==> config.mk <==
export PLATFORM = sky130hd
export DESIGN_NAME = rvm_div_cell
export DESIGN_NICKNAME = d
export VERILOG_FILES = /design/src/rtl/core/rvm_pkg.sv /design/src/rtl/core/rvm_div_cell.sv
export SDC_FILE = /design/constraint.sdc
export NUM_CORES = 1
export LEC_CHECK = 0
export BUFFER_PORTS_ARGS = -buffer_cell sky130_fd_sc_hd__buf_4
export CORE_ASPECT_RATIO = 1.1
export CORE_MARGIN = 5
export CORE_UTILIZATION = 23
export CTS_BUF_LIST = sky130_fd_sc_hd__clkbuf_8
export CTS_CLUSTER_SIZE = 10
export DETAILED_ROUTE_END_ITERATION = 10
export PLACE_DENSITY = 0.5
export SLEW_MARGIN = 20
export SYNTH_ARGS = -nofsm -noshare
export SYNTH_HDL_FRONTEND = slang
export SYNTH_SLANG_ARGS = --single-unit
==> constraint.sdc <==
create_clock -name clk_i -period 0.8 [get_ports clk_i]
set_input_delay 0.04 -clock clk_i [delete_from_list [all_inputs] [get_ports clk_i]]
set_output_delay 0.04 -clock clk_i [all_outputs]
set_load 0.005 [all_outputs]
==> src/rtl/core/rvm_pkg.sv <==
// Shared types, constants and helpers for the rotation-vector-to-matrix block.
// No dependencies; used by every module in rtl/core.
package rvm_pkg;

  // Number of CORDIC micro-rotations (atan_f gives a zero angle past step 30)
  localparam int CordicSteps = 30;
  localparam int StepW       = 6;
  localparam int SqrtCells   = 32;
  localparam int DivCells    = 31;
  localparam int RedCells    = 5;

  localparam logic signed [34:0] OneQ30    = 35'sh040000000;
  localparam logic signed [34:0] PiQ30     = 35'sh0C90FDAA2;
  localparam logic signed [34:0] TwoPiQ30  = 35'sh1921FB544;
  localparam logic signed [34:0] HalfPiQ30 = 35'sh06487ED51;
  localparam logic signed [34:0] GainQ30   = 35'sh026DD3B6A;
  localparam logic [61:0]        TwoPiQ55  = 62'h3243F6A8885A309;

  localparam logic [31:0] AtanTab [16] = '{
    32'h3243F6A8, 32'h1DAC6705, 32'h0FADBAFC, 32'h07F56EA6,
    32'h03FEAB76, 32'h01FFD55B, 32'h00FFFAAA, 32'h007FFF55,
    32'h003FFFEA, 32'h001FFFFD, 32'h000FFFFF, 32'h0007FFFF,
    32'h0003FFFF, 32'h0001FFFF, 32'h0000FFFF, 32'h00007FFF
  };

  typedef struct packed {
    logic signed [31:0] rot_x;
    logic signed [31:0] rot_y;
    logic signed [31:0] rot_z;
    logic signed [31:0] angle_scale;
  } in_t;

  typedef struct packed {
    logic signed [31:0] m00;
    logic signed [31:0] m01;
    logic signed [31:0] m02;
    logic signed [31:0] m10;
    logic signed [31:0] m11;
    logic signed [31:0] m12;
    logic signed [31:0] m20;
    logic signed [31:0] m21;
    logic signed [31:0] m22;
  } out_t;

  // square root chain: radicand shifts out two bits per cell
  typedef struct packed {
    logic [63:0]      rad;
    logic [33:0]      rem;
    logic [31:0]      root;
    logic [2:0][31:0] mag;
    logic [2:0]       neg;
  } sqrt_t;

  typedef struct packed {
    logic [31:0] rem;
    logic [30:0] low;
    logic [30:0] quo;
  } div_lane_t;

  // axis normalization: three restoring dividers sharing one divisor
  typedef struct packed {
    div_lane_t [2:0] lane;
    logic [31:0]     len;
    logic [2:0]      neg;
  } div_t;

  // rotation chain: x/y vector, residual angle z, plus axis riding along
  typedef struct packed {
    logic signed [34:0] x;
    logic signed [34:0] y;
    logic signed [34:0] z;
    logic [2:0][31:0]   u;
    logic               flip;
    logic               zero;
  } cor_t;

  function automatic logic signed [34:0] atan_f(input logic [StepW-1:0] idx);
    logic signed [34:0] r;
    if (idx < StepW'(16)) begin
      r = $signed({3'b000, AtanTab[idx[3:0]]});
    end else if (idx <= StepW'(30)) begin
      r = $signed((35'd1 << (StepW'(30) - idx)) - 35'd1);
    end else begin
      r = '0;
    end
    return r;
  endfunction

endpackage

==> src/rtl/core/rvm_div_cell.sv <==
// One quotient bit for each of the three axis dividers.
// Depends on rvm_pkg.
module rvm_div_cell (
  input  logic         clk_i,
  input  logic         rst_ni,
  input  logic         en_i,
  input  logic         valid_i,
  input  rvm_pkg::div_t data_i,
  output logic         valid_o,
  output rvm_pkg::div_t data_o
);
  import rvm_pkg::*;

  logic        valid_q;
  div_t        data_d, data_q;
  logic [32:0] cur [3];
  logic [32:0] dvs;

  // shift in next numerator bit, subtract divisor when it fits
  always_comb begin
    data_d = data_i;
    dvs    = {1'b0, data_i.len};
    for (int k = 0; k < 3; k++) begin
      cur[k] = {data_i.lane[k].rem, data_i.lane[k].low[30]};
      data_d.lane[k].low = data_i.lane[k].low << 1;
      if (cur[k] >= dvs) begin
        data_d.lane[k].rem = 32'(cur[k] - dvs);
        data_d.lane[k].quo = {data_i.lane[k].quo[29:0], 1'b1};
      end else begin
        data_d.lane[k].rem = cur[k][31:0];
        data_d.lane[k].quo = {data_i.lane[k].quo[29:0], 1'b0};
      end
    end
  end

  always_ff @(posedge clk_i or negedge rst_ni) begin
    if (!rst_ni) begin
      valid_q <= 1'b0;
    end else if (en_i) begin
      valid_q <= valid_i;
    end
  end

  always_ff @(posedge clk_i) begin
    if (en_i) begin
      data_q <= data_d;
    end
  end

  assign valid_o = valid_q;
  assign data_o  = data_q;
endmodule

==> summary.md, run 1 <==
| Metric | Value |
|---|---|
| Outcome | `finished, violations left` |
| Failing checks | `negative hold slack, negative setup slack` |
| Slew @ Worst Pin | `831.2 ps` |
| CTS buffer count | `57` |
| PnR worst setup slack | `-1454 ps` |
| Synthesized area | `15,730 um^2` |
| Fin cells | `3,725` |
| Clk_skew | `0 ps` |
| Global-route wire length before repair | `121.0 mm` |
| Synthesized instance count | `1,299` |
| Lkg Pwr | `14.15 nW` |
| Maxcap violations | `0` |
| Worst Hold Slack | `-294.1 ps` |
| CP Max Fanout | `7` |
| Num ports | `639` |
| H-tree Lvls | `2` |
| Startpoint types | `input pin` |
| Worst hold start | `data_i[211]` |
| Overall Power | `56.83 mW` |
| Crit-path max cell delay | `350 ps` |
| Required @ worst endpoint | `1190 ps` |
| Worst VDD drop | `1121 uV` |
| Routed Antenna Nets | `0` |
| Fin util | `0.4781` |
| F_max | `443.7 MHz` |
| Full die area | `73,720 um^2` |
| Routability cong. | `0.9027` |
| Final hold violation count | `3` |
| Worst hold-check path type | `in2reg` |
| Hold Path Depth | `3` |
| Post-detailed-placement half-perimeter wirelength | `67.35 mm` |
| R2R cell count | `1` |
| TritonRoute pass-1 iters | `5` |
| Row count | `100` |
| Fin crit period | `2254 ps` |
| Hold EP | `data_o[212]$_DFFE_PP_` |
| Commonest cells post-synth | `314 x edfxtp_1, 155 x nand2_1, 140 x o21ai_0, 96 x ha_1, 80 x a21oi_1` |
| Ordered list of cells on the worst path | `buf_8, clkinvlp_4, ha_4, a21oi_4, o21ai_2, a221oi_2, nand4_1, a211oi_2, o22ai_2, o31ai_4, buf_6, inv_8, mux2_4` |
| Post-synth EDFFs | `314` |
| Top cell type by total area after synthesis | `edfxtp_1` |
| DR vias/cell | `4.495` |
| GRT Residual Overflow | `0` |
| R2r setup slk | `40 ps` |
| Synthesis-to-finish area growth | `105.8%` |
| Yosys warns | `0` |
| Slowest-stage cell, CP | `a221oi_2` |
| Vias | `16,740` |
| Core area | `67,690 um^2` |
| Inst Count DP | `3,239` |
| Final wirelength | `87.97 mm` |
| Most numerous cell in the Yosys netlist | `edfxtp_1` |
| Worst-Skew Late Latency | `650 ps` |
| Final net count | `3,174` |
| Die Span X | `259.3 um` |
| Root buf cell | `clkbuf_8` |
| Top_reg_cell synth | `edfxtp_1` |
| 1st-iter DRT viols | `949` |
| FF-to-FF Start | `valid_o$_DFFE_PN0P_` |
| Pwr/cell area | `1756 nW/um^2` |
| Slew Limit Fails | `0` |
| Slew headroom | `0.4440` |
| R2r endpoint | `valid_o$_DFFE_PN0P_` |
| Clock buffer depth | `3` |
| CTS sink count | `315` |
| Critical Path AT | `2640 ps` |
| Share of the synthesized area in the top cell type | `0.5995` |
| Die Span Y | `284.3 um` |
| RSZ-0062 raised after global routing | `yes` |
| Crit Path Class | `in2reg` |
| Crit share post-route | `2.817` |
| IO Port Bufs | `632` |
| Initial core utilization | `0.2324` |
| Largest net degree at the start of global routing | `24` |
| Synthesized area per cell | `12.11 um^2` |
| Yosys cell types | `64` |
| Global Route Usage Sum | `0.2224` |
| Clock transition at path regs | `60 ps` |
| Largest cells by area after synthesis | `edfxtp_1 60%, ha_1 7.6%, o21ai_0 4.5%` |
| Final setup viols | `729` |
| Critical Path Sink Type | `flop` |
| Sequential area share after synthesis | `0.6011` |
| Post-synthesis async set-or-reset flop share | `0.003175` |
| Layout cell share with drive strength beyond 1 | `0.5086` |
| Vias in the first global route | `17,840` |
| Initial antenna violation count | `14` |
| # DRC | `0` |
| Number of synthesized register bits | `315` |
| CTS tree | `yes` |
| WL/cell | `23.62 um` |
[kinds of logic after synthesis]
family / share of synthesized area
AND/OR/NAND/NOR: 0.09673
other: 0.0002384
multiplexers: 0.007716
buffers and inverters: 0.02426
flip-flops: 0.6011
adder cells (fa/ha/maj): 0.08018
AO/OA/AOI/OAI: 0.1458
XOR/XNOR: 0.04399
[placed cells by master (no fill, tap or decap), drive strengths merged, types with 5 or more instances in the layout]
cell,Yosys,final
o21ai,144,144
a21boi,9,9
inv,65,71
xor2,35,35
a31oi,17,17
clkbuf,24,60
edfxtp,314,314
diode,0,5
a21o,38,38
and2,7,7
a211oi,9,9
and4,7,7
bufinv,0,7
nor3,16,16
and3,15,15
nand3,14,14
a21oi,81,81
dlygate4sd3,0,317
a311oi,5,5
buf,8,1106
nor2,46,46
nand2,155,155
nor2b,11,11
o21bai,14,14
mux2,9,9
o211ai,6,6
xnor2,44,44
clkinvlp,0,10
nand2b,17,17
nor4,6,6
ha,96,96
clkinv,0,26
o21a,8,8
nand4,14,14
o31ai,12,12
[how the worst max path moves through the flow]
stage	end	slack [ps]	cells after the start	from
2_1_floorplan	data_o[194]$_DFFE_PP_	-1690	10	data_i[191]
3_3_place_gp	data_o[314]$_DFFE_PP_	-2480	12	data_i[25]
3_5_place_dp	data_o[314]$_DFFE_PP_	-2530	12	data_i[13]
4_1_cts	data_o[219]$_DFFE_PP_	-1390	13	data_i[13]
5_1_grt	data_o[195]$_DFFE_PP_	-1530	14	data_i[11]
6_report	data_o[194]$_DFFE_PP_	-1450	13	data_i[13]
[per-stage QoR]
| step | TNS (ps) | instance area [um^2] | setup slack (ps) |
|---|---|---|---|
| final | -364410 | 32360 | -1454 |
| after global placement | -236220 | 25140 | -2476 |
| after global routing | -380750 | 32360 | -1526 |
| after CTS | -362180 | 31540 | -1385 |
| after detailed placement | -242350 | 25140 | -2533 |
| after floorplan | -145070 | 16010 | -1692 |
[what timing repair did]
action,CTS,global route
endpoints found under the hold margin,543,21
hold buffers,302,15
pin swaps,73,37
setup endpoints to repair,414,729
resized for setup,435,150
setup buffers,32,17
gates cloned,13,3
[routing by layer]
| layer | vias up | track usage | wire [um] |
|---|---|---|---|
| li1 | 7827 | - | - |
| met1 | 8129 | 0.2267 | 30860 |
| met2 | 606 | 0.4247 | 46740 |
| met3 | 166 | 0.05699 | 5753 |
| met4 | 16 | 0.09592 | 4512 |
| met5 | - | 0 | 103 |
[critical path, delay by kind of cell]
kind | cells | cell delay, ps
AOI/OAI and AO/OA | 6 | 1300
muxes | 1 | 290
adders and majority gates | 1 | 280
buffers and inverters | 4 | 470
and+or+nand+nor | 1 | 240
[power by group]
part,switching (mW),internal [mW],total (mW)
Combinational,8.42,10.7,19.1
Clock,7.38,9.08,16.5
Sequential,0.920,20.4,21.3
[registers in the layout, indices dropped and copies added, names as in the netlist]
name     count
valid_o      1
data_o     314
[cell type report]
class                   count  area (um^2)
clock buffers              58        798.3
fillers                  6064        35330
diodes                      5        12.51
repair buffers           1425        12950
clock inverters            49        407.9
multi-input cells         890         7293
well taps                 918         1149
inverters                  65        297.8
flip-flops and latches    315         9454
(Power assumes the default switching activity.)
==> inputs of run 2 (changes only) <==
--- a/config.mk
+++ b/config.mk
@@ -6,13 +6,14 @@
 export NUM_CORES = 1
 export LEC_CHECK = 0
 export BUFFER_PORTS_ARGS = -buffer_cell sky130_fd_sc_hd__buf_4
-export CORE_ASPECT_RATIO = 1.1
+export CELL_PAD_IN_SITES_DETAIL_PLACEMENT = 0
+export CELL_PAD_IN_SITES_GLOBAL_PLACEMENT = 2
 export CORE_MARGIN = 5
-export CORE_UTILIZATION = 23
+export CORE_UTILIZATION = 28
 export CTS_BUF_LIST = sky130_fd_sc_hd__clkbuf_8
 export CTS_CLUSTER_SIZE = 10
 export DETAILED_ROUTE_END_ITERATION = 10
-export PLACE_DENSITY = 0.5
+export PLACE_DENSITY = 0.83
 export SLEW_MARGIN = 20
 export SYNTH_ARGS = -nofsm -noshare
 export SYNTH_HDL_FRONTEND = slang
==> run 2 against run 1 <==
Compared with the run above: the flow still finishes with violations (negative hold slack, negative setup slack); worst setup slack lost 140 ps; global-route usage grew 5.8 points; combinational power is essentially flat; core utilization grew 10 points; highest routed layer unchanged.
==> summary.md, run 2 (same netlist as run 1, synthesis figures left out) <==
| Metric | Value |
|---|---|
| GR Util met3 | `0.06863 (+0.01164)` |
| Num ports | `639 (unchanged)` |
| Outcome | `finished, violations left` |
| Routed Antenna Nets | `0 (unchanged)` |
| CTS buffer count | `57 (unchanged)` |
| Initial antenna violation count | `26 (+12)` |
| CTS sink count | `315 (unchanged)` |
| DR vias/cell | `4.835 (+7.6%)` |
| Most common cell after layout, fill and taps aside | `buf_4` |
| Slew @ Worst Pin | `531.2 ps (-300.0 ps)` |
| Fin crit period | `2391 ps (+137.3 ps)` |
| Global-route wire length before repair | `123.9 mm (+2.4%)` |
| Initial core utilization | `0.2838 (+0.05147)` |
| Layout cell share with drive strength beyond 1 | `0.5057 (-0.002818)` |
| Row count | `86 (-14%)` |
| WL/cell | `25.90 um (+9.7%)` |
| Worst hold-check path type | `in2reg` |
| CP Max Fanout | `4 (-3)` |
| GR Util met1 | `0.3155 (+0.08875)` |
| Maxcap violations | `0 (unchanged)` |
| Core area | `55,420 um^2 (-18%)` |
| Crit-path most repeated cell | `buf_4` |
| Fill count | `4,597 (-24%)` |
| GRT Residual Overflow | `0 (unchanged)` |
| Failing checks | `negative hold slack, negative setup slack` |
| Routability cong. | `0.9173 (+1.6%)` |
| Post-detailed-placement half-perimeter wirelength | `69.01 mm (+2.5%)` |
| Max reg flops | `314 (unchanged)` |
| Vias in the first global route | `17,800 (-0.25%)` |
| Required @ worst endpoint | `1210 ps (+20 ps)` |
| Crit Path Class | `in2reg` |
| Critical Path Sink Type | `flop` |
| Synthesis-to-finish area growth | `103.7%` |
| Lkg Pwr | `14.17 nW (+0.18%)` |
| Worst-Skew Late Latency | `650 ps (about the same)` |
| Crit share post-route | `2.989 (+0.1716)` |
| IO Port Bufs | `632 (unchanged)` |
| Full die area | `61,010 um^2 (-17%)` |
| Critical Path AT | `2800 ps (+160 ps)` |
| M2 GR Usage | `0.5135 (+0.08877)` |
| Slowest-stage cell, CP | `or3_4` |
| Most frequent cells in the layout | `788 x buf_4, 314 x edfxtp_1, 312 x dlygate4sd3_1, 266 x buf_6, 84 x nand2_1` |
| Pwr/cell area | `1731 nW/um^2 (-1.4%)` |
| Post-layout instance area | `32,050 um^2 (-0.98%)` |
| Ordered list of cells on the worst path | `buf_8, clkinvlp_4, buf_6, ha_4, and4_4, nand2_4, or3_4, nor4_4, buf_4, o21ai_2, a31oi_2, buf_4, o21ai_4, buf_12, mux2_4` |
| Final hold violation count | `5 (+2)` |
| F_max | `418.2 MHz (-5.7%)` |
| # DRC | `0 (unchanged)` |
| Inst Count DP | `3,061 (-5.5%)` |
| Final setup viols | `641 (-12%)` |
| PnR worst setup slack | `-1591 ps (-137.3 ps)` |
| Worst Hold Slack | `-329.1 ps (-34.95 ps)` |
| Clk_skew | `0 ps (unchanged)` |
| Slew headroom | `0.6450 (+0.2009)` |
| Fin util | `0.5783 (+0.1002)` |
| Vias | `17,150 (+2.4%)` |
| Fin cells | `3,548 (-4.8%)` |
| Placed inst area | `24,800 um^2 (-1.3%)` |
| Die Span X | `247.0 um (-4.8%)` |
| Startpoint types | `input pin` |
| Root buf cell | `clkbuf_8` |
| Clock buffer depth | `3 (unchanged)` |
| Slew Limit Fails | `0 (unchanged)` |
| CP Buf/Inv Count | `6 (+2)` |
| Global Route Usage Sum | `0.2805 (+0.05807)` |
| CTS tree | `yes` |
| GRT busiest layer | `met2` |
| Largest net degree at the start of global routing | `31 (+29%)` |
| Clock transition at path regs | `60 ps (about the same)` |
| Sum of negative setup slack | `-285,650 ps (+78,760 ps)` |
| 1st-iter DRT viols | `970 (+2.2%)` |
| Die Span Y | `247.0 um (-13%)` |
| RSZ-0062 raised after global routing | `yes` |
| Crit path max-delay family | `buffers and inverters` |
| Final wirelength | `91.88 mm (+4.5%)` |
| Final net count | `3,162 (-0.38%)` |
| TritonRoute pass-1 iters | `5 (unchanged)` |
| Crit-path max cell delay | `390 ps (+40 ps)` |
| Worst VDD drop | `1094 uV (-2.4%)` |
| H-tree Lvls | `2 (unchanged)` |
-- run 2: changes by cell type in the layout (fill, tap and decap cells not counted), moves of 6 or more --
cell        previous run  this run
buf_12                29        19
inv_1                 60        69
nand2_4               23        32
diode_2                5        16
nand2_2               22        39
buf_6                212       266
clkinvlp_4            10         4
nand2_1              110        84
buf_4                846       788
-- run 2: cell type report --
type,count,area [um^2],share of cell area
Sequential cell,315,9454,0.2950
Clock inverter,43,252.7,0.007887
Inverter,65,294.0,0.009175
Timing Repair Buffer,1410,12960,0.4045
Tap cell,748,935.9,0.02920
Multi-Input combinational cell,893,7310,0.2281
Antenna cell,16,40.04,0.001249
Clock buffer,58,798.3,0.02491
-- run 2: metal layers --
metal,routed length [um],vias up
li1,-,7831
met1,33800,8422
met2,47400,701
met3,6583,174
met4,3909,26
met5,192,-
-- run 2: report_power, final --
group	leakage, nW	internal (mW)	switching (mW)
logic	10.5	10.6	8.53
clock network	0.610	7.41	7.50
registers	3.08	20.4	1.05
total	14.2	38.4	17.1
-- run 2: tightest hold or removal path, stage by stage --
cell and delay [ps]:
buf_4 90, nand2_2 50, o21ai_2 40
-- run 2: worst paths after layout --
| check | slack (ps) | start | cells past startpoint | endpoint |
|---|---|---|---|---|
| hold reg to reg | 540 | valid_o$_DFFE_PN0P_ | 1 | valid_o$_DFFE_PN0P_ |
| setup / recovery | -1590 | data_i[15] | 15 | data_o[291]$_DFFE_PP_ |
| hold / removal | -330 | data_i[284] | 3 | data_o[285]$_DFFE_PP_ |
| min in group asynchronous | 230 | rst_ni | 3 | valid_o$_DFFE_PN0P_ |
| setup reg to reg | 40 | valid_o$_DFFE_PN0P_ | 1 | valid_o$_DFFE_PN0P_ |
| max in group asynchronous | 470 | rst_ni | 3 | valid_o$_DFFE_PN0P_ |
-- run 2: stage by stage --
stage | worst slack [ps] | total power [mW]
after global placement | -2359 | 35.51
after CTS | -1454 | 54.41
final | -1591 | 55.47
after detailed placement | -2384 | 35.55
after global routing | -1575 | 57.75
after floorplan | -1692 | 26.08
-- run 2: what timing repair did --
item                                    4_1_cts  5_1_grt
gates resized for setup                     409      234
gates cloned                                 14        6
setup buffers                                30       17
pin swaps                                    83       80
hold buffers                                295       17
endpoints found under the setup margin      414      458
hold endpoints to repair                    596       20
