[config.mk]
export PLATFORM = sky130hd
export DESIGN_NAME = rvm_sqrt_cell
export DESIGN_NICKNAME = d
export VERILOG_FILES = /design/src/rtl/core/rvm_pkg.sv /design/src/rtl/core/rvm_sqrt_cell.sv
export SDC_FILE = /design/constraint.sdc
export NUM_CORES = 1
export LEC_CHECK = 0
export BUFFER_PORTS_ARGS = -buffer_cell sky130_fd_sc_hd__clkbuf_2
export CAP_MARGIN = 20
export CORE_ASPECT_RATIO = 0.7
export CORE_MARGIN = 1
export CORE_UTILIZATION = 25
export DETAILED_ROUTE_END_ITERATION = 12
export PLACE_DENSITY_LB_ADDON = 0.2
export SYNTH_ARGS = -nofsm -noshare
export SYNTH_HDL_FRONTEND = slang
export SYNTH_SLANG_ARGS = --single-unit
export TNS_END_PERCENT = 20
[constraint.sdc]
create_clock -name clk_i -period 0.87 [get_ports clk_i]
set_clock_uncertainty 0.1 [all_clocks]
set_input_delay 0.0435 -clock clk_i [delete_from_list [all_inputs] [get_ports clk_i]]
set_output_delay 0.0435 -clock clk_i [all_outputs]
set_load 0.005 [all_outputs]
[src/rtl/core/rvm_pkg.sv]
// Shared types, constants and helpers for the rotation-vector-to-matrix block.
// No dependencies; used by every module in rtl/core.
package rvm_pkg;

  // Number of CORDIC micro-rotations (atan_f gives a zero angle past step 30)
  localparam int CordicSteps = 30;
  localparam int StepW       = 6;
  localparam int SqrtCells   = 32;
  localparam int DivCells    = 31;
  localparam int RedCells    = 5;

  localparam logic signed [34:0] OneQ30    = 35'sh040000000;
  localparam logic signed [34:0] PiQ30     = 35'sh0C90FDAA2;
  localparam logic signed [34:0] TwoPiQ30  = 35'sh1921FB544;
  localparam logic signed [34:0] HalfPiQ30 = 35'sh06487ED51;
  localparam logic signed [34:0] GainQ30   = 35'sh026DD3B6A;
  localparam logic [61:0]        TwoPiQ55  = 62'h3243F6A8885A309;

  localparam logic [31:0] AtanTab [16] = '{
    32'h3243F6A8, 32'h1DAC6705, 32'h0FADBAFC, 32'h07F56EA6,
    32'h03FEAB76, 32'h01FFD55B, 32'h00FFFAAA, 32'h007FFF55,
    32'h003FFFEA, 32'h001FFFFD, 32'h000FFFFF, 32'h0007FFFF,
    32'h0003FFFF, 32'h0001FFFF, 32'h0000FFFF, 32'h00007FFF
  };

  typedef struct packed {
    logic signed [31:0] rot_x;
    logic signed [31:0] rot_y;
    logic signed [31:0] rot_z;
    logic signed [31:0] angle_scale;
  } in_t;

  typedef struct packed {
    logic signed [31:0] m00;
    logic signed [31:0] m01;
    logic signed [31:0] m02;
    logic signed [31:0] m10;
    logic signed [31:0] m11;
    logic signed [31:0] m12;
    logic signed [31:0] m20;
    logic signed [31:0] m21;
    logic signed [31:0] m22;
  } out_t;

  // square root chain: radicand shifts out two bits per cell
  typedef struct packed {
    logic [63:0]      rad;
    logic [33:0]      rem;
    logic [31:0]      root;
    logic [2:0][31:0] mag;
    logic [2:0]       neg;
  } sqrt_t;

  typedef struct packed {
    logic [31:0] rem;
    logic [30:0] low;
    logic [30:0] quo;
  } div_lane_t;

  // axis normalization: three restoring dividers sharing one divisor
  typedef struct packed {
    div_lane_t [2:0] lane;
    logic [31:0]     len;
    logic [2:0]      neg;
  } div_t;

  // rotation chain: x/y vector, residual angle z, plus axis riding along
  typedef struct packed {
    logic signed [34:0] x;
    logic signed [34:0] y;
    logic signed [34:0] z;
    logic [2:0][31:0]   u;
    logic               flip;
    logic               zero;
  } cor_t;

  function automatic logic signed [34:0] atan_f(input logic [StepW-1:0] idx);
    logic signed [34:0] r;
    if (idx < StepW'(16)) begin
      r = $signed({3'b000, AtanTab[idx[3:0]]});
    end else if (idx <= StepW'(30)) begin
      r = $signed((35'd1 << (StepW'(30) - idx)) - 35'd1);
    end else begin
      r = '0;
    end
    return r;
  endfunction

endpackage

[src/rtl/core/rvm_sqrt_cell.sv]
// One digit-pair step of the restoring integer square root.
// Depends on rvm_pkg.
module rvm_sqrt_cell (
  input  logic          clk_i,
  input  logic          rst_ni,
  input  logic          en_i,
  input  logic          valid_i,
  input  rvm_pkg::sqrt_t data_i,
  output logic          valid_o,
  output rvm_pkg::sqrt_t data_o
);
  import rvm_pkg::*;

  logic        valid_q;
  sqrt_t       data_d, data_q;
  logic [35:0] cur, trial;

  // bring down two radicand bits, try root*4+1
  always_comb begin
    cur    = {data_i.rem, data_i.rad[63:62]};
    trial  = {2'b00, data_i.root, 2'b01};
    data_d = data_i;
    data_d.rad = data_i.rad << 2;
    if (cur >= trial) begin
      data_d.rem  = 34'(cur - trial);
      data_d.root = {data_i.root[30:0], 1'b1};
    end else begin
      data_d.rem  = cur[33:0];
      data_d.root = {data_i.root[30:0], 1'b0};
    end
  end

  always_ff @(posedge clk_i or negedge rst_ni) begin
    if (!rst_ni) begin
      valid_q <= 1'b0;
    end else if (en_i) begin
      valid_q <= valid_i;
    end
  end

  always_ff @(posedge clk_i) begin
    if (en_i) begin
      data_q <= data_d;
    end
  end

  assign valid_o = valid_q;
  assign data_o  = data_q;
endmodule

==> results of run 1 <==
## area by class of cell
type                       count  area, µm²  area share
timing repair buffer         840       6036      0.3474
multi-input combinational    323       2922      0.1682
tap                          480      600.6     0.03457
clock inverter                16      173.9     0.01001
antenna                        3      7.507   0.0004321
inverter                      43      181.4     0.01044
sequential                   228       6842      0.3938
clock buffer                  27      611.8     0.03522
## metrics by stage
stage | setup WS (ns) | hold WS (ns) | power, mW | util
3_5_place_dp | -1.910 | -0.2795 | 18.70 | 0.3701
2_1_floorplan | -1.356 | -0.3521 | 15.62 | -
3_3_place_gp | -1.865 | -0.2811 | 18.66 | 0.3701
5_1_grt | -1.137 | -0.3282 | 31.90 | 0.4788
4_1_cts | -1.091 | -0.2640 | 30.71 | 0.4701
6_report | -1.048 | -0.3015 | 30.53 | 0.4788
## critical path, delay by kind of cell
family                     cells  cell delay, ns
AOI/OAI and AO/OA              6            1.28
muxes                          2            0.41
adders and majority gates      1            0.21
buffers and inverters          2            0.15
## state kept, by name (all words and copies together), names as in the netlist
signal,cells
data_o,227
valid_o,1
## worst paths after layout
check	from	endpoint	slack, ns
max	data_i[108]	data_o[158]	-1.05
min	data_i[136]	data_o[138]	-0.30
max reg2reg	valid_o	valid_o	0.02
min reg2reg	valid_o	valid_o	0.43
max in group asynchronous	rst_ni	valid_o	0.32
min in group asynchronous	rst_ni	valid_o	0.25
## power by group through the flow
stage                     logic [mW]  registers, mW  clock network [mW]
after floorplan                 1.71           13.9                   0
after global placement          4.89           13.8                   0
after detailed placement        4.92           13.8                   0
after CTS                       6.32           13.6                10.8
after global routing            7.03           13.7                11.2
final                           6.50           13.6                10.5
## layout by cell type, fill, tap and decap left out, types with 16 or more instances in the layout
cell             n
clkbuf_2       438
edfxtp_1       227
dlygate4sd3_1  227
buf_4          135
nand2_1         30
inv_1           28
clkbuf_16       24
a21o_1          19
ha_4            18
nand2_2         17
a21oi_1         17
o21ai_2         16
## timing repair
item                                    in CTS  in global routing
gates cloned                                 6                  0
pin swaps                                   54                 50
endpoints found under the setup margin     263                263
buffers inserted                            13                  7
endpoints found under the hold margin      456                176
resized for setup                          101                 90
## metal layers
layer | up-vias | routed length [µm] | global-route usage
li1 | 4009 | - | -
met1 | 3978 | 14040 | 0.2072
met2 | 229 | 18410 | 0.3264
met3 | 37 | 1886 | 0.03649
met4 | 0 | 792 | 0.04219
met5 | - | 0 | 0
## cell families after synthesis
logic type | after synthesis
buffers and inverters | 59
AO/OA/AOI/OAI | 133
XOR/XNOR | 27
adder cells (fa/ha/maj) | 34
other | 1
flip-flops | 228
AND/OR/NAND/NOR | 120
multiplexers | 6
==> results.toml, run 1 <==
[job]
cap_violations = 0

[sta]
setup_ws_ns = -1.048
finalCriticalPeriod_ns = 1.918
report.final.slew_viol_count = 0
rsz0062_at_grt = "true"
relSlewSlack = 0.6568
fmax_ghz = 0.5213
holdWs_ns = -0.3015
worst_pin_slew_ns = 0.5109
setup_viol = 263
hold_violations = 107
timing.final.crit_share = 2.205
tns_ns = -102.07

[power_and_ir_drop]
p_per_area_nw_per_um2 = 1757
power.internal_mw = 22.80
sequentialPowerShare = 0.444
p_clk_frac = 0.343
vdd_drop_max_mv = 1.196
switchingPower_mw = 7.730
power_leakage_nw = 7.641
power_frac_comb = 0.213
switching_share = 0.2532

[yosys]
ys_ff_latch = 228
synth_async_sr_flop_share = 0.004386
syn_avg_cell_area_um2 = 15.34
synth-adder-area-share = 0.04563
yosysUniqueCellTypes = 64
synthMuxAreaShare = 0.007112
synth_compound_area_frac = 0.09997
synth_area_um2 = 9324
synth-xor-area-share = 0.02536
synth_top_family_by_area = "compound AO/OA/AOI/OAI gates"
synth_cells = 608
yosys_warnings = 0
ys_seq_area_frac = 0.7338
synthTopCellsByArea = "edfxtp_1 73%, ha_1 4.6%, nand2_1 2.3%, o21ai_0 2.2%, inv_1 1.7%"
synthSimpleGateAreaFrac = 0.06012
synth_most_common_cell = "edfxtp_1"
yosysTopAreaCellShare = 0.7311
synthTopCellsByCount = "227 x edfxtp_1, 58 x nand2_1, 42 x inv_1"
synth_ff_type = "edfxtp_1"
synth_edf_count = 227
synth_top_area_cell = "edfxtp_1"

[cells_and_area]
nets = 1727
fill_cells = 3328
drive_above_1_share = 0.5315
syn2layout_area_growth_pct = 86.34
stdcell_count = 1960
finalInstanceArea_um2 = 17370

[clock_tree]
cts_max_level = 1
clkLatencyLatePin_ns = 0.53
numCtsBuffers = 24
cts_sinks = 228
clock_tree.buffer_depth = 3
cts_root_buf = "clkbuf_16"
hold_buffers = 227
cts_tree = "built"
clk_pin_slew_ns = 0.07

[place]
port_buffers = 460
gp_congestion = 0.7719
dpl.hpwl_um = 25400
dpl_cell_area_um2 = 13430
placed_cells = 1666

[routing]
vias = 8253
firstDrtPassIters = 4
viasPerCell = 4.211
wl_um = 35130
postRouteAntennaNets = 0
wire_per_inst_um = 17.92
drt_iter0_markers = 330
remaining_drc_errors = 0

[floorplanning]
fp.dieH_um = 163.6
rows = 58
pin_count = 463
start_util = 0.2570
core_um2 = 36280
dieArea_um2 = 38080
fp.dieW_um = 232.8

[critical_path]
crit_chain = "buf_8, inv_4, ha_4, a21o_1, a31o_1, a211oi_4, o211ai_2, a21bo_2, mux2i_1, o221ai_1, mux2_4"
cp-start-kind = "input pin"
r2r_cells = 1
arrival_ns = 2.11
path_class = "input pin to flop"
required_ns = 1.06
cpPeakStageDelay_ns = 0.35
cp-end-kind = "flop"
crit_slowest_cell = "a211oi_4"
cp_max_fo = 6

[global_routing]
grt_pass1_wl_um = 50720
grt_antenna_before_repair = 3
overflow = 0
grt_pass1_vias = 8572
track_usage = 0.1763
grt_max_degree = 44

[worst_hold_path]
hold_class = "input pin to flop"
holdPathStages = 3

[outcome]
status = "finished with violations"
violations = "negative hold slack, negative setup slack"
Note: power is estimated with default switching activity, not from simulation.
==> inputs of run 2 (changes only) <==
BUFFER_PORTS_ARGS = -buffer_cell sky130_fd_sc_hd__buf_2   (was -buffer_cell sky130_fd_sc_hd__clkbuf_2)
CORE_MARGIN = default   (was 1)
==> run 2 against run 1 <==
Effect of this change:
- the flow still finishes with violations (negative hold slack, negative setup slack)
- global-route usage is 0.11 points lower
- largest cell class unchanged
- first-iteration DRC count up 11%
- critical path type unchanged
- register-to-register slack got worse by 0.02 ns
- highest routed layer is now met5
- hold slack lost 0.12 ns
- worst setup slack better by 0.0023 ns
- sequential power is essentially flat
==> results.toml, run 2 (synthesized netlist as in run 1, its figures left out) <==
[sta]
holdWs_ns = -0.4207
hold_violations = 18
setup_viol = 265
rsz0062_at_grt = "true"
finalCriticalPeriod_ns = 1.916
fmax_ghz = 0.5219
timing.final.crit_share = 2.202
report.final.slew_viol_count = 0
setup_ws_ns = -1.046

[critical_path]
cp_max_fo = 6
crit_family = "compound AO/OA/AOI/OAI gates"
arrival_ns = 2.13
crit_chain = "buf_2, ha_4, nand4_1, nor4_4, nand2_1, o311ai_2, a211oi_2, buf_4, o21a_4, and2_2, a31o_1"
crit_buf_inv = 2
path_class = "input pin to flop"
cp-start-kind = "input pin"
crit_slowest_cell = "ha_4"
cpPeakStageDelay_ns = 0.29
cp-end-kind = "flop"
required_ns = 1.08

[floorplanning]
pin_count = 463
core_um2 = 36280
rows = 58
start_util = 0.2570
fp.dieH_um = 163.6
dieArea_um2 = 38080
fp.dieW_um = 232.8

[global_routing]
overflow = 0
grt_antenna_before_repair = 4
grt_max_degree = 26
grt_pass1_wl_um = 50150
grt_pass1_vias = 8679
track_usage = 0.1752

[clock_tree]
cts_tree = "built"
cts_sinks = 228
cts_root_buf = "clkbuf_16"
numCtsBuffers = 24
clock_tree.buffer_depth = 3
clkLatencyLatePin_ns = 0.54
clk_pin_slew_ns = 0.07
cts_max_level = 1

[routing]
remaining_drc_errors = 0
vias = 8400
postRouteAntennaNets = 0
drt_iter0_markers = 365
wire_per_inst_um = 18.07
viasPerCell = 4.219
wl_um = 35980
firstDrtPassIters = 4

[cells_and_area]
nets = 1758
fill_cells = 3298
syn2layout_area_growth_pct = 91.99
layout.cells.most_common = "buf_2"
largest_reg_flops = 227
layout_common_cells = "424 x buf_2, 227 x edfxtp_1, 227 x dlygate4sd3_1, 160 x buf_4, 38 x nand2_1"
drive_above_1_share = 0.5471

[outcome]
status = "finished with violations"
violations = "negative hold slack, negative setup slack"

[power_and_ir_drop]
p_per_area_nw_per_um2 = 1743
total_power_mw = 31.20
vdd_drop_max_mv = 1.375
power_leakage_nw = 7.742

[job]
cap_violations = 0

[place]
pre_cts_ws_ns = -1.911
dpl.hpwl_um = 25650
gp_congestion = 0.8012
port_buffers = 460

[worst_hold_path]
hold_class = "input pin to flop"
run 2: cell count changes in the layout (fill, tap and decap cells not counted), sizes merged:
cell and delta:
buf +467, bufinv +1, clkbuf -436, clkinv -1
run 2: metal layers:
layer	GRT usage	share of wire	vias up
li1	-	-	4066
met1	0.2018	0.39	4038
met4	0.05021	0.026	2
met3	0.04190	0.060	40
met2	0.3212	0.52	254
met5	0	0.00039	-
run 2: area by class of cell:
cell class | instances | area (µm²) | share of cell area
clock inverter | 16 | 197.7 | 0.01104
timing repair buffer | 871 | 6467 | 0.3613
antenna | 3 | 7.507 | 0.0004194
clock buffer | 27 | 611.8 | 0.03418
multi-input combinational | 323 | 2983 | 0.1666
inverter | 43 | 191.4 | 0.01069
sequential | 228 | 6842 | 0.3822
tap | 480 | 600.6 | 0.03355
run 2: per-stage QoR:
step / utilization / hold slack [ns] / std cells / area, µm² / TNS, ns
after floorplan: - / -0.3521 / 609 / 9608 / -42.50
after global placement: 0.3758 / -0.2808 / 1687 / 13640 / -66.75
after detailed placement: 0.3758 / -0.2811 / 1687 / 13640 / -66.67
after CTS: 0.4730 / -0.4485 / 1969 / 17160 / -164.22
after global routing: 0.4933 / -0.4445 / 1991 / 17900 / -121.88
final: 0.4933 / -0.4207 / 1991 / 17900 / -107.24
run 2: final timing paths:
check / from / to / slack (ns) / depth (start not counted)
max: data_i[135] / data_o[157] / -1.05 / 11
min: data_i[99] / data_o[100] / -0.42 / 1
max reg2reg: valid_o / valid_o / 0 / 1
min reg2reg: valid_o / valid_o / 0.44 / 1
max in group asynchronous: rst_ni / valid_o / 0.33 / 3
min in group asynchronous: rst_ni / valid_o / 0.23 / 3
run 2: where the power goes:
| part | leakage [nW] | switching (mW) | internal (mW) |
|---|---|---|---|
| clock | 0.385 | 4.55 | 6.26 |
| combinational | 5.12 | 3.01 | 3.85 |
| sequential | 2.23 | 0.266 | 13.3 |
run 2: what timing repair did:
item	4_1_cts	5_1_grt
pin swaps	48	64
setup buffers	15	16
endpoints found under the hold margin	455	20
gates resized for setup	107	128
cloned	1	5
hold buffers	225	3
endpoints found under the setup margin	263	491
==> inputs of run 3 (changes only) <==
CORE_ASPECT_RATIO = 1.75   (was 0.7)
==> run 3 against run 2 <==
Effect of this change:
- the run still ends with negative hold slack, negative setup slack left
- final area is 6.1% lower
- combinational power down 12%
- register-to-register slack improved by 0.04 ns
- core utilization fell by 3.6 points
- global-route usage fell by 1.0 points
- non-clock buffer count fell by 36
- clock power is 11% lower
- worst setup slack worse by 0.052 ns
- via count shrank 2.9%
- cell count is 2.5% lower
==> results.toml, run 3 (synthesized netlist as in run 1, its figures left out) <==
[routing]
viasPerCell = 4.198
drt_iter0_markers = 207
postRouteAntennaNets = 0
firstDrtPassIters = 4
vias = 8153
remaining_drc_errors = 0
wire_per_inst_um = 16.72
wl_um = 32470

[place]
gp_congestion = 0.7812
port_buffers = 460
placed_cells = 1661
dpl.hpwl_um = 24360

[sta]
setup_viol = 263
hold_violations = 128
timing.final.crit_share = 2.262
setup_ws_ns = -1.098
finalCriticalPeriod_ns = 1.968
fmax_ghz = 0.5082
report.final.slew_viol_count = 0
rsz0062_at_grt = "true"
holdWs_ns = -0.2534

[cells_and_area]
largest_reg_flops = 227
layout.cells.most_common = "buf_2"
nets = 1719
stdcell_count = 1942
drive_above_1_share = 0.4973
layout_common_cells = "455 x buf_2, 227 x edfxtp_1, 226 x dlygate4sd3_1, 137 x buf_4, 50 x nand2_1"
syn2layout_area_growth_pct = 80.31

[critical_path]
arrival_ns = 2.21
crit_chain = "buf_8, inv_4, ha_4, o21ai_1, a22oi_2, o2111ai_2, a2111oi_4, o41ai_2, buf_4, and4b_1, o41ai_4"
cp_max_fo = 4
path_class = "input pin to flop"
required_ns = 1.11
crit_slowest_cell = "a2111oi_4"
cpPeakStageDelay_ns = 0.38
cp-end-kind = "flop"
cp-start-kind = "input pin"

[global_routing]
grt_antenna_before_repair = 3
grt_pass1_vias = 8599
grt_pass1_wl_um = 47690
overflow = 0
track_usage = 0.1649
grt_max_degree = 46

[power_and_ir_drop]
total_power_mw = 29.16
power_leakage_nw = 7.305
vdd_drop_max_mv = 1.144
p_per_area_nw_per_um2 = 1735

[floorplanning]
dieArea_um2 = 38100
fp.dieW_um = 148.0
core_um2 = 36770
rows = 93
pin_count = 463
fp.dieH_um = 257.5
start_util = 0.2536

[clock_tree]
cts_max_level = 1
cts_sinks = 228
cts_root_buf = "clkbuf_16"
clk_pin_slew_ns = 0.07
numCtsBuffers = 22
clock_tree.buffer_depth = 3
clkLatencyLatePin_ns = 0.52
cts_tree = "built"

[job]
cap_violations = 0

[worst_hold_path]
hold_class = "input pin to flop"

[outcome]
status = "finished with violations"
violations = "negative hold slack, negative setup slack"
==> run 3: cell count changes in the layout (fill, tap and decap cells not counted), moves of 5 or more <==
| cell | before | now |
|---|---|---|
| nand2_4 | 6 | 1 |
| buf_2 | 424 | 455 |
| ha_4 | 23 | 16 |
| inv_1 | 25 | 31 |
| buf_4 | 160 | 137 |
| buf_6 | 33 | 6 |
| nand2_2 | 14 | 7 |
| nand2_1 | 38 | 50 |
| ha_1 | 10 | 15 |
| buf_8 | 11 | 4 |
| o21ai_1 | 10 | 29 |
| o21ai_2 | 25 | 3 |
| buf_12 | 13 | 7 |
==> run 3: routing by layer <==
metal	routed length [µm]	vias to the layer above	global-route usage
met4	708	4	0.05241
met5	31	-	0
met1	11120	3856	0.1599
met3	1676	40	0.02234
met2	18930	286	0.3431
li1	-	3967	-
==> run 3: cell type report <==
class / count / area (µm²)
antenna: 1 / 2.502
timing repair buffer: 835 / 5836
inverter: 43 / 181.4
clock buffer: 26 / 586.8
fill: 3483 / 19960
clock inverter: 12 / 117.6
tap: 475 / 594.3
multi-input combinational: 322 / 2653
sequential: 228 / 6842
==> run 3: path summary, 6_finish.rpt <==
path                             start           to  slack [ns]  depth (start not counted)
hold reg to reg                valid_o      valid_o        0.40                          1
setup reg to reg               valid_o      valid_o        0.04                          1
max in group asynchronous       rst_ni      valid_o        0.30                          3
setup / recovery            data_i[99]  data_o[164]       -1.10                         11
min in group asynchronous       rst_ni      valid_o        0.27                          3
hold / removal             data_i[135]  data_o[137]       -0.25                          3
==> run 3: critical path: cells and delay by family <==
family,cells,cell delay [ns]
buffers and inverters,3,0.27
adders and majority gates,1,0.27
and+or+nand+nor,1,0.21
AOI/OAI and AO/OA,6,1.42
==> run 3: per-stage QoR <==
step                cell area [µm²]  TNS [ns]  hold slack [ns]  worst slack [ns]    util
floorplan                      9608    -42.50          -0.3521            -1.356       -
global placement              13430    -75.21          -0.2815            -1.750  0.3654
detailed placement            13430    -75.62          -0.2784            -1.800  0.3654
CTS                           16560   -111.07          -0.2814            -1.137  0.4505
global route                  16810   -115.35          -0.2576            -1.202  0.4572
finish                        16810   -101.10          -0.2534            -1.098  0.4572
==> run 3: repair_timing <==
item	CTS	global route
setup buffers	6	12
endpoints found under the hold margin	454	214
setup endpoints to repair	263	263
gates resized for setup	40	48
hold buffers	224	2
gates cloned	1	0
pin swaps	17	33
==> run 3: where the power goes <==
part / switching, mW / internal (mW)
combinational: 2.71 / 3.34
clock: 4.18 / 5.41
sequential: 0.259 / 13.3
