===== src/rtl/core/rvm_pkg.sv =====
// Shared types, constants and helpers for the rotation-vector-to-matrix block.
// No dependencies; used by every module in rtl/core.
package rvm_pkg;

  // Number of CORDIC micro-rotations (atan_f gives a zero angle past step 30)
  localparam int CordicSteps = 30;
  localparam int StepW       = 6;
  localparam int SqrtCells   = 32;
  localparam int DivCells    = 31;
  localparam int RedCells    = 5;

  localparam logic signed [34:0] OneQ30    = 35'sh040000000;
  localparam logic signed [34:0] PiQ30     = 35'sh0C90FDAA2;
  localparam logic signed [34:0] TwoPiQ30  = 35'sh1921FB544;
  localparam logic signed [34:0] HalfPiQ30 = 35'sh06487ED51;
  localparam logic signed [34:0] GainQ30   = 35'sh026DD3B6A;
  localparam logic [61:0]        TwoPiQ55  = 62'h3243F6A8885A309;

  localparam logic [31:0] AtanTab [16] = '{
    32'h3243F6A8, 32'h1DAC6705, 32'h0FADBAFC, 32'h07F56EA6,
    32'h03FEAB76, 32'h01FFD55B, 32'h00FFFAAA, 32'h007FFF55,
    32'h003FFFEA, 32'h001FFFFD, 32'h000FFFFF, 32'h0007FFFF,
    32'h0003FFFF, 32'h0001FFFF, 32'h0000FFFF, 32'h00007FFF
  };

  typedef struct packed {
    logic signed [31:0] rot_x;
    logic signed [31:0] rot_y;
    logic signed [31:0] rot_z;
    logic signed [31:0] angle_scale;
  } in_t;

  typedef struct packed {
    logic signed [31:0] m00;
    logic signed [31:0] m01;
    logic signed [31:0] m02;
    logic signed [31:0] m10;
    logic signed [31:0] m11;
    logic signed [31:0] m12;
    logic signed [31:0] m20;
    logic signed [31:0] m21;
    logic signed [31:0] m22;
  } out_t;

  // square root chain: radicand shifts out two bits per cell
  typedef struct packed {
    logic [63:0]      rad;
    logic [33:0]      rem;
    logic [31:0]      root;
    logic [2:0][31:0] mag;
    logic [2:0]       neg;
  } sqrt_t;

  typedef struct packed {
    logic [31:0] rem;
    logic [30:0] low;
    logic [30:0] quo;
  } div_lane_t;

  // axis normalization: three restoring dividers sharing one divisor
  typedef struct packed {
    div_lane_t [2:0] lane;
    logic [31:0]     len;
    logic [2:0]      neg;
  } div_t;

  // rotation chain: x/y vector, residual angle z, plus axis riding along
  typedef struct packed {
    logic signed [34:0] x;
    logic signed [34:0] y;
    logic signed [34:0] z;
    logic [2:0][31:0]   u;
    logic               flip;
    logic               zero;
  } cor_t;

  function automatic logic signed [34:0] atan_f(input logic [StepW-1:0] idx);
    logic signed [34:0] r;
    if (idx < StepW'(16)) begin
      r = $signed({3'b000, AtanTab[idx[3:0]]});
    end else if (idx <= StepW'(30)) begin
      r = $signed((35'd1 << (StepW'(30) - idx)) - 35'd1);
    end else begin
      r = '0;
    end
    return r;
  endfunction

endpackage


===== src/rtl/core/rvm_cordic_cell.sv =====
// One CORDIC micro-rotation in rotation mode; step_i is tied per instance.
// Depends on rvm_pkg.
module rvm_cordic_cell (
  input  logic                      clk_i,
  input  logic                      rst_ni,
  input  logic                      en_i,
  input  logic [rvm_pkg::StepW-1:0] step_i,
  input  logic                      valid_i,
  input  rvm_pkg::cor_t             data_i,
  output logic                      valid_o,
  output rvm_pkg::cor_t             data_o
);
  import rvm_pkg::*;

  logic               valid_q;
  cor_t               data_d, data_q;
  logic signed [34:0] xs, ys, at;

  // rotate toward zero residual angle
  always_comb begin
    xs     = data_i.x >>> step_i;
    ys     = data_i.y >>> step_i;
    at     = atan_f(step_i);
    data_d = data_i;
    if (!data_i.z[34]) begin
      data_d.x = data_i.x - ys;
      data_d.y = data_i.y + xs;
      data_d.z = data_i.z - at;
    end else begin
      data_d.x = data_i.x + ys;
      data_d.y = data_i.y - xs;
      data_d.z = data_i.z + at;
    end
  end

  always_ff @(posedge clk_i or negedge rst_ni) begin
    if (!rst_ni) begin
      valid_q <= 1'b0;
    end else if (en_i) begin
      valid_q <= valid_i;
    end
  end

  always_ff @(posedge clk_i) begin
    if (en_i) begin
      data_q <= data_d;
    end
  end

  assign valid_o = valid_q;
  assign data_o  = data_q;
endmodule


===== config.mk =====
export PLATFORM = sky130hd
export DESIGN_NAME = rvm_cordic_cell
export DESIGN_NICKNAME = d
export VERILOG_FILES = /design/src/rtl/core/rvm_pkg.sv /design/src/rtl/core/rvm_cordic_cell.sv
export SDC_FILE = /design/constraint.sdc
export NUM_CORES = 1
export LEC_CHECK = 0
export CORE_MARGIN = 4
export CORE_UTILIZATION = 60
export DETAILED_ROUTE_END_ITERATION = 8
export DONT_BUFFER_PORTS = 1
export PLACE_DENSITY = 0.76
export SLEW_MARGIN = 5
export SYNTH_ARGS = -nofsm -noshare
export SYNTH_HDL_FRONTEND = slang
export SYNTH_SLANG_ARGS = --single-unit
export TNS_END_PERCENT = 100

===== constraint.sdc =====
create_clock -name clk_i -period 2.2 [get_ports clk_i]
set_input_delay 0.22 -clock clk_i [delete_from_list [all_inputs] [get_ports clk_i]]
set_output_delay 0.22 -clock clk_i [all_outputs]
set_load 0.005 [all_outputs]

==> results of run 1 <==
## synthesized netlist by cell type (all sizes together), types with 9 or more instances
cell | count | area [um^2]
edfxtp | 203 | 6096
o211ai | 17 | 127.6
xor2 | 70 | 613.1
o221ai | 11 | 96.34
or3 | 10 | 62.56
nor2 | 159 | 596.8
a21oi | 147 | 735.7
o22ai | 25 | 156.4
a21o | 50 | 375.4
clkbuf | 56 | 210.2
mux4 | 84 | 1892
nand4 | 14 | 102.6
o21ai | 127 | 635.6
xnor2 | 122 | 1069
nand3 | 32 | 165.2
nor2b | 25 | 156.4
o21a | 22 | 165.2
mux2i | 80 | 800.8
and2 | 19 | 118.9
or2 | 11 | 68.82
a211oi | 19 | 142.6
o21bai | 24 | 180.2
inv | 51 | 191.4
a31oi | 29 | 181.4
a221oi | 12 | 111.4
nand2 | 134 | 503.0
ha | 117 | 1464
buf | 56 | 394.1
and3 | 23 | 143.9
nor3 | 39 | 195.2
mux2 | 29 | 326.6
nand2b | 21 | 131.4
o31ai | 9 | 67.56
## per-stage QoR
| stage | instances | setup TNS, ns | hold slack (ns) |
|---|---|---|---|
| after CTS | 3157 | -195.61 | -0.1823 |
| after global placement | 2958 | -249.66 | -0.07555 |
| after floorplan | 1981 | -239.56 | -0.07559 |
| after detailed placement | 2958 | -260.71 | -0.07555 |
## metal layers
metal	global-route usage, %	overflow
met1	82.95	3
met2	96.43	124
met5	41.76	5
met3	73.21	19
met4	87.89	153
## cell families after synthesis
kind of cell / Yosys count / share of synthesized area, %
buffers and inverters: 166 / 4.132
DFF: 204 / 31.34
muxes: 193 / 15.46
and+or+nand+nor: 521 / 13.11
xor gates and xnor gates: 192 / 8.610
adders and majority gates: 120 / 7.803
AOI/OAI and AO/OA: 585 / 19.55
## repair_timing
| action | 4_1_cts |
|---|---|
| hold endpoints to repair | 307 |
| setup buffers | 72 |
| endpoints found under the setup margin | 102 |
| pin swaps | 136 |
| hold buffers | 102 |
| gates resized for setup | 224 |
==> run_results.csv, run 1 <==
group,metric,value,unit
grt,grt_overflow,304,
logic_synthesis,ys_seq_area_share,31.34,%
logic_synthesis,yosysWarnings,0,
clock_tree,cts-root-buf,"clkbuf_16",
logic_synthesis,syn_avg_cell_area,9.859,um^2
place,dpl.hpwl,58960,um
clock_tree,cts_buffer_depth,3,
timing,worst-ep-kind,"register input",
timing,grt-worst-endpoint,"data_o[127]$_DFFE_PP_/D",
clock_tree,h-tree-depth,1,
clock_tree,numCtsBuffers,21,
place,dpl-instance-area,0.02499,mm^2
die,die_w,188.4,um
logic_synthesis,yosysUniqueCellTypes,92,
logic_synthesis,syn_area,0.01953,mm^2
run_status,status,"stopped before the end",
run_status,firstError,"[ERROR GRT-0232] Routing congestion too high. Check the congestion heatmap in the GUI.",
die,initial_core_util,61.42,%
logic_synthesis,syn_nets,2314,
logic_synthesis,ys.flop_type,"edfxtp_1",
logic_synthesis,async_flop_share,0.4902,%
logic_synthesis,synth_enable_flop_cells,203,
place,portBuffers,0,
place,finalWeightedCongestion,1.065,
die,io_pins,417,
logic_synthesis,synth_seq_cells,204,
run_status,stop_stage,"global routing",
die,die_h,188.4,um
place,pre_cts_slack,-3.453,ns
grt,grt_max_degree,205,
clock_tree,clock-sinks,204,
grt,gr-usage-all-layers,84.23,%
logic_synthesis,syn_inst,1981,
die,num_rows,65,
==> inputs of run 2 (changes only) <==
--- a/config.mk
+++ b/config.mk
@@ -6,10 +6,10 @@
 export NUM_CORES = 1
 export LEC_CHECK = 0
 export CORE_MARGIN = 4
-export CORE_UTILIZATION = 60
+export CORE_UTILIZATION = 40
 export DETAILED_ROUTE_END_ITERATION = 8
 export DONT_BUFFER_PORTS = 1
-export PLACE_DENSITY = 0.76
+export PLACE_DENSITY_LB_ADDON = 0.15
 export SLEW_MARGIN = 5
 export SYNTH_ARGS = -nofsm -noshare
 export SYNTH_HDL_FRONTEND = slang
==> run 2 against run 1 <==
  * The flow now finishes, with violations (negative hold slack, negative setup slack)
  * Synthesized cell count did not move
  * Synthesized area did not move
==> run_results.csv, run 2 <==
group,metric,value,unit
clock_tree,clock_latency,0.53,ns
finish,stdcell_area,0.02905,mm^2
drt,ant_nets,0,
timing,grt_setup_unrepaired,"yes",
logic_synthesis,yosys.area.top_type,"edfxtp_1",
clock_tree,cts_buffer_depth,3,
die,die_area,0.05243,mm^2
setup_path,critPathArrivalTime,5.28,ns
setup_path,crit_path_start_kind,"input pin",
logic_synthesis,syn_area,0.01953,mm^2
logic_synthesis,synth_top_area_share,31.21,%
place,dpl.hpwl,61880,um
logic_synthesis,syn_nets,2314,
drt,routedWlPerCell,23.99,um
timing,holdWs,-0.1894,ns
drt,vias,19710,
power,cellLeakagePower,12.13,nW
logic_synthesis,synth_enable_flop_cells,203,
finish,nNetsFinal,3089,
power,power_frac_comb,48.4,%
power,powerDensity,640.4,mW/mm^2
drt,firstDrtPassIters,6,
power,switchingPower,0.006117,W
setup_path,cp_data_required_time,2.48,ns
logic_synthesis,yosys-top-cells-count,"203 x edfxtp_1, 159 x nor2_1, 147 x a21oi_1, 134 x nand2_1, 122 x xnor2_1",
logic_synthesis,synth.area.top_cells,"edfxtp_1 31%, mux4_2 9.7%, ha_1 7.5%",
grt,gr-usage-all-layers,29.31,%
setup_path,crit_fanout,98,
timing,final_max_slew_viol_count,0,
worst_hold_path,worstHoldPathType,"input pin to flip-flop",
clock_tree,cts-root-buf,"clkbuf_16",
die,num_rows,80,
timing,tightest_slew,0.8274,ns
logic_synthesis,yosysUniqueCellTypes,92,
job,cap_violations,0,
power,pwr-share-clk,21.1,%
run_status,violations,"negative hold slack, negative setup slack",
grt,grt_max_degree,205,
grt,grt_first_pass_wirelength,120700,um
logic_synthesis,syn_avg_cell_area,9.859,um^2
clock_tree,clock-sinks,204,
power,peakVddDrop,0.5547,mV
die,coreArea,0.04805,mm^2
drt,vias_per_cell,5.822,
power,sw_frac_of_total,32.88,%
logic_synthesis,synth_seq_cells,204,
drt,wirelength,81200,um
clock_tree,clk_pin_slew_worst_paths,0.06,ns
logic_synthesis,ys_seq_area_share,31.34,%
finish,syn2layout_area_growth,48.72,%
finish,diodes,0,
logic_synthesis,async_flop_share,0.4902,%
die,io_pins,417,
drt,drc,0,
timing,timing.final.hold_violations,53,
power,p_seq_share,30.6,%
timing,min_period,4.997,ns
clock_tree,cts_hold_buf,103,
finish,mostFrequentLayoutCell,"buf_4",
place,portBuffers,0,
grt,first_global_vias,19810,
power,p_total,0.01860,W
finish,drive_gt1_share,42.67,%
timing,setup_viol,102,
place,finalWeightedCongestion,0.9457,
timing,finClkSkew,0,ns
grt,antenna_found_initial,0,
power,internal_power,0.01248,W
clock_tree,cts_tree,"built",
timing,fin_ws,-2.797,ns
timing,slew_headroom,44.72,%
place,dpl-instance-area,0.02549,mm^2
clock_tree,numCtsBuffers,22,
logic_synthesis,yosysMostFrequentCell,"edfxtp_1",
finish,final_cell_mix,"711 x buf_4, 203 x edfxtp_1, 132 x nor2_1",
grt,grt_overflow,0,
die,initial_core_util,40.65,%
logic_synthesis,yosysWarnings,0,
logic_synthesis,syn_inst,1981,
die,die_w,229.0,um
setup_path,path_class,"input pin to flip-flop",
finish,largest_reg_flops,203,
timing,min_period_over_period,227.1,%
run_status,status,"finished, violations left",
die,die_h,229.0,um
logic_synthesis,ys.flop_type,"edfxtp_1",
drt,first_iter_violations,1437,
finish,n_fill_cell,4034,
finish,finish.utilization,60.46,%
clock_tree,h-tree-depth,1,
timing,fmax,0.2001,GHz
setup_path,end_kind,"flip-flop",
-- run 2: cell counts after synthesis --
No cell type changed its count.
-- run 2: metrics by stage --
| stage | TNS [ns] | worst slack (ns) | std cells | hold slack (ns) |
|---|---|---|---|---|
| detailed placement | -260.55 | -3.341 | 3173 | -0.07553 |
| CTS | -186.94 | -2.667 | 3362 | -0.2114 |
| global placement | -257.97 | -3.296 | 3173 | -0.07556 |
| floorplan | -239.56 | -3.201 | 1981 | -0.07559 |
| finish | -192.26 | -2.797 | 3385 | -0.1894 |
| global route | -203.05 | -2.924 | 3385 | -0.2171 |
-- run 2: final cells by class --
class	instances	area (um^2)	share of cell area (%)
Clock buffer	25	583.1	2.007
Clock inverter	13	172.7	0.5944
Inverter	54	227.7	0.7840
Multi-Input combinational cell	1611	14190	48.86
Sequential cell	204	6121	21.07
Tap cell	615	769.5	2.649
Timing Repair Buffer	863	6982	24.04
-- run 2: cells by family (layout without fill, tap and decap cells) --
| family | count (synthesis) | count (layout) | synth area share (%) |
|---|---|---|---|
| AO/OA/AOI/OAI | 585 | 585 | 19.55 |
| adder cells (fa/ha/maj) | 120 | 120 | 7.803 |
| buffers and inverters | 166 | 955 | 4.132 |
| AND/OR/NAND/NOR | 521 | 521 | 13.11 |
| XOR/XNOR | 192 | 192 | 8.610 |
| multiplexers | 193 | 193 | 15.46 |
| flip-flops | 204 | 204 | 31.34 |
-- run 2: final timing paths --
| path | end | cells after the start | from | slack (ns) |
|---|---|---|---|---|
| worst min-delay path | data_o[176] | 0 | en_i | -0.19 |
| worst max-delay path | data_o[201] | 22 | step_i[2] | -2.80 |
| worst max register to register | valid_o | 2 | valid_o | 0.84 |
| max in group asynchronous | valid_o | 2 | rst_ni | 1.66 |
| min in group asynchronous | valid_o | 2 | rst_ni | 0.44 |
| worst min register to register | valid_o | 2 | valid_o | 1.13 |
-- run 2: what timing repair did --
| item | in CTS | in global routing |
|---|---|---|
| endpoints found under the setup margin | 102 | 103 |
| setup buffers | 53 | 32 |
| pin swaps | 92 | 99 |
| gates resized for setup | 159 | 119 |
| endpoints found under the hold margin | 308 | 207 |
| gates cloned | 0 | 0 |
-- run 2: power by group through the flow --
stage          clock network (W)  registers, W  logic, W
2_1_floorplan                  0       0.00559   0.00449
3_3_place_gp                   0       0.00579   0.00751
3_5_place_dp                   0       0.00578   0.00759
4_1_cts                  0.00401       0.00571   0.00844
5_1_grt                  0.00422       0.00575   0.00967
6_report                 0.00392       0.00569   0.00899
-- run 2: per-layer routing --
layer / GRT usage (%) / vias to the layer above / part of all wire, %
li1: - / 9151 / -
met1: 35.25 / 9672 / 39
met2: 53.42 / 751 / 51
met3: 4.809 / 135 / 6.2
met4: 9.433 / 0 / 3.5
met5: 0 / - / 0
-- run 2: worst max-delay path, stage by stage --
cell and delay, ns:
mux4_2 0.51, mux4_2 0.53, and2_4 0.17, o311a_4 0.36
inv_2 0.07, ha_4 0.13, or4b_4 0.49, and4bb_2 0.37
and2_4 0.17, nor2_1 0.05, xnor2_1 0.16, ha_1 0.27
a21o_1 0.21, a21oi_2 0.17, o21ai_1 0.09, a221o_1 0.35
a31oi_4 0.17, o31a_1 0.19, o211ai_1 0.11, a31o_2 0.26
a21oi_2 0.13, xnor2_1 0.07
(Power assumes the default switching activity.)
==> inputs of run 3 (changes only) <==
--- a/config.mk
+++ b/config.mk
@@ -9,7 +9,6 @@
 export CORE_UTILIZATION = 40
 export DETAILED_ROUTE_END_ITERATION = 8
 export DONT_BUFFER_PORTS = 1
-export PLACE_DENSITY_LB_ADDON = 0.15
 export SLEW_MARGIN = 5
 export SYNTH_ARGS = -nofsm -noshare
 export SYNTH_HDL_FRONTEND = slang
==> run 3 against run 2 <==
  * The flow still finishes with violations (negative hold slack, negative setup slack)
  * Sequential power is essentially flat
  * Flip-flop and latch count unchanged
  * Die area unchanged
  * Core utilization decreased by 1.7 points
  * Non-clock buffer count down 48
  * Critical path depth unchanged
  * Total power down 2.0%
  * Register-to-register slack improved by 0.05 ns
  * Critical endpoint unchanged
  * Largest cell class unchanged
  * Largest power group unchanged
==> run_results.csv, run 3 (same netlist as run 2, synthesis figures left out) <==
group,metric,value,unit
power,p_total,0.01822,W
clock_tree,h-tree-depth,1,
drt,vias,19580,
grt,grt_first_pass_wirelength,122100,um
setup_path,end_kind,"flip-flop",
finish,seqCellArea,0.006121,mm^2
setup_path,critPathArrivalTime,5.38,ns
finish,nNetsFinal,3041,
grt,grt_overflow,0,
timing,final_max_slew_viol_count,0,
die,io_pins,417,
power,sw_frac_of_total,33.29,%
die,initial_core_util,40.65,%
setup_path,crit_fanout,98,
grt,gr-usage-all-layers,29.59,%
place,dpl.hpwl,62310,um
die,num_rows,80,
timing,slew_headroom,46.48,%
timing,grt_setup_unrepaired,"yes",
power,p_seq_share,31.3,%
timing,holdWs,-0.2086,ns
drt,ant_nets,0,
job,cap_violations,0,
setup_path,crit_path_start_kind,"input pin",
die,die_h,229.0,um
drt,wirelength,81910,um
drt,vias_per_cell,5.864,
setup_path,rrSetupSlack,0.89,ns
power,internal_power,0.01215,W
die,die_area,0.05243,mm^2
die,die_w,229.0,um
finish,syn2layout_area_growth,44.45,%
worst_hold_path,hold_start,"en_i",
finish,n_fill_cell,4100,
timing,min_period_over_period,230.6,%
power,switchingPower,0.006066,W
place,portBuffers,0,
finish,largest_reg_flops,203,
timing,fin_ws,-2.874,ns
power,cellLeakagePower,11.79,nW
clock_tree,cts_buffer_depth,3,
setup_path,cp_data_required_time,2.51,ns
clock_tree,cts_tree,"built",
clock_tree,clock_latency,0.55,ns
timing,timing.final.hold_violations,98,
finish,drive_gt1_share,40.09,%
clock_tree,cts_hold_buf,103,
run_status,violations,"negative hold slack, negative setup slack",
grt,grt_max_degree,205,
worst_hold_path,worstHoldPathType,"input pin to flip-flop",
timing,finClkSkew,0,ns
place,finalWeightedCongestion,0.9702,
drt,routedWlPerCell,24.53,um
finish,multiInputGateArea,0.01381,mm^2
timing,setup_viol,102,
grt,antenna_found_initial,0,
grt,first_global_vias,19840,
power,power_frac_comb,46.6,%
clock_tree,numCtsBuffers,22,
clock_tree,clock-sinks,204,
power,peakVddDrop,0.5526,mV
timing,min_period,5.074,ns
timing,tightest_slew,0.8010,ns
drt,firstDrtPassIters,5,
drt,first_iter_violations,1438,
clock_tree,clk_pin_slew_worst_paths,0.07,ns
drt,drc,0,
power,powerDensity,645.8,mW/mm^2
die,coreArea,0.04805,mm^2
finish,final_cell_mix,"691 x buf_4, 203 x edfxtp_1, 141 x nor2_1",
run_status,status,"finished, violations left",
timing,fmax,0.1971,GHz
setup_path,r2r-start,"valid_o",
clock_tree,cts-root-buf,"clkbuf_16",
setup_path,path_class,"input pin to flip-flop",
setup_path,crit_start,"step_i[2]",
power,pwr-share-clk,22.1,%
finish,mostFrequentLayoutCell,"buf_4",
finish,diodes,0,
==> run 3: cell types whose count changed in the layout (fill, tap and decap cells not counted), sizes merged <==
| cell | delta |
|---|---|
| buf | -48 |
| clkinv | +4 |
| clkbuf | -2 |
==> run 3: area by class of cell <==
class                   count  share of cell area [%]
clock inverters            17                  0.8027
flip-flops and latches    204                   21.70
well taps                 615                   2.728
clock buffers              23                   1.965
multi-input cells        1611                   48.94
repair buffers            815                   23.05
inverters                  54                  0.8249
==> run 3: what timing repair did <==
action,in CTS,in global routing
pin swaps,34,60
endpoints found under the setup margin,102,103
gates resized for setup,53,124
setup buffers,16,24
endpoints found under the hold margin,309,185
==> run 3: power by group through the flow <==
stage / combinational (W) / sequential (W) / clock [W]
global placement: 0.00749 / 0.00581 / 0
detailed placement: 0.00758 / 0.00579 / 0
finish: 0.00849 / 0.00571 / 0.00402
CTS: 0.00798 / 0.00572 / 0.00407
floorplan: 0.00449 / 0.00559 / 0
global route: 0.00918 / 0.00577 / 0.00433
==> run 3: stage by stage <==
stage | area [um^2] | utilization, % | setup WS (ns) | setup TNS, ns | instances
after floorplan | 20260 | - | -3.201 | -239.56 | 1981
after global placement | 25370 | 52.80 | -3.278 | -259.66 | 3160
after detailed placement | 25370 | 52.80 | -3.325 | -262.29 | 3160
after CTS | 27500 | 57.23 | -2.694 | -192.47 | 3318
after global routing | 28210 | 58.72 | -2.959 | -203.97 | 3339
final | 28210 | 58.72 | -2.874 | -190.80 | 3339
==> run 3: worst paths after layout <==
| check | end | cells after the start |
|---|---|---|
| max in group asynchronous | valid_o | 2 |
| setup reg to reg | valid_o | 2 |
| min in group asynchronous | valid_o | 2 |
| setup / recovery | data_o[201] | 22 |
| hold / removal | data_o[177] | 0 |
| hold reg to reg | valid_o | 2 |
==> run 3: worst max-delay path, cell delays in order <==
cell	delay, ns
mux4_2	0.51
mux4_2	0.55
and2_4	0.17
o311a_4	0.36
inv_2	0.07
ha_4	0.12
or4b_4	0.49
and4bb_2	0.36
and2_4	0.16
nor2_2	0.04
xnor2_1	0.12
ha_1	0.31
a21o_1	0.19
a21oi_2	0.16
o21ai_1	0.08
a221o_1	0.38
a31oi_4	0.17
o31a_1	0.22
o211ai_1	0.13
a31o_2	0.25
a21oi_2	0.14
xnor2_1	0.08
==> run 3: per-layer routing <==
layer | vias up | wire length, um | GRT usage, %
li1 | 9076 | - | -
met1 | 9535 | 30970 | 34.88
met2 | 811 | 41700 | 54.30
met3 | 159 | 5971 | 5.641
met4 | 0 | 3267 | 9.281
met5 | - | 0 | 0
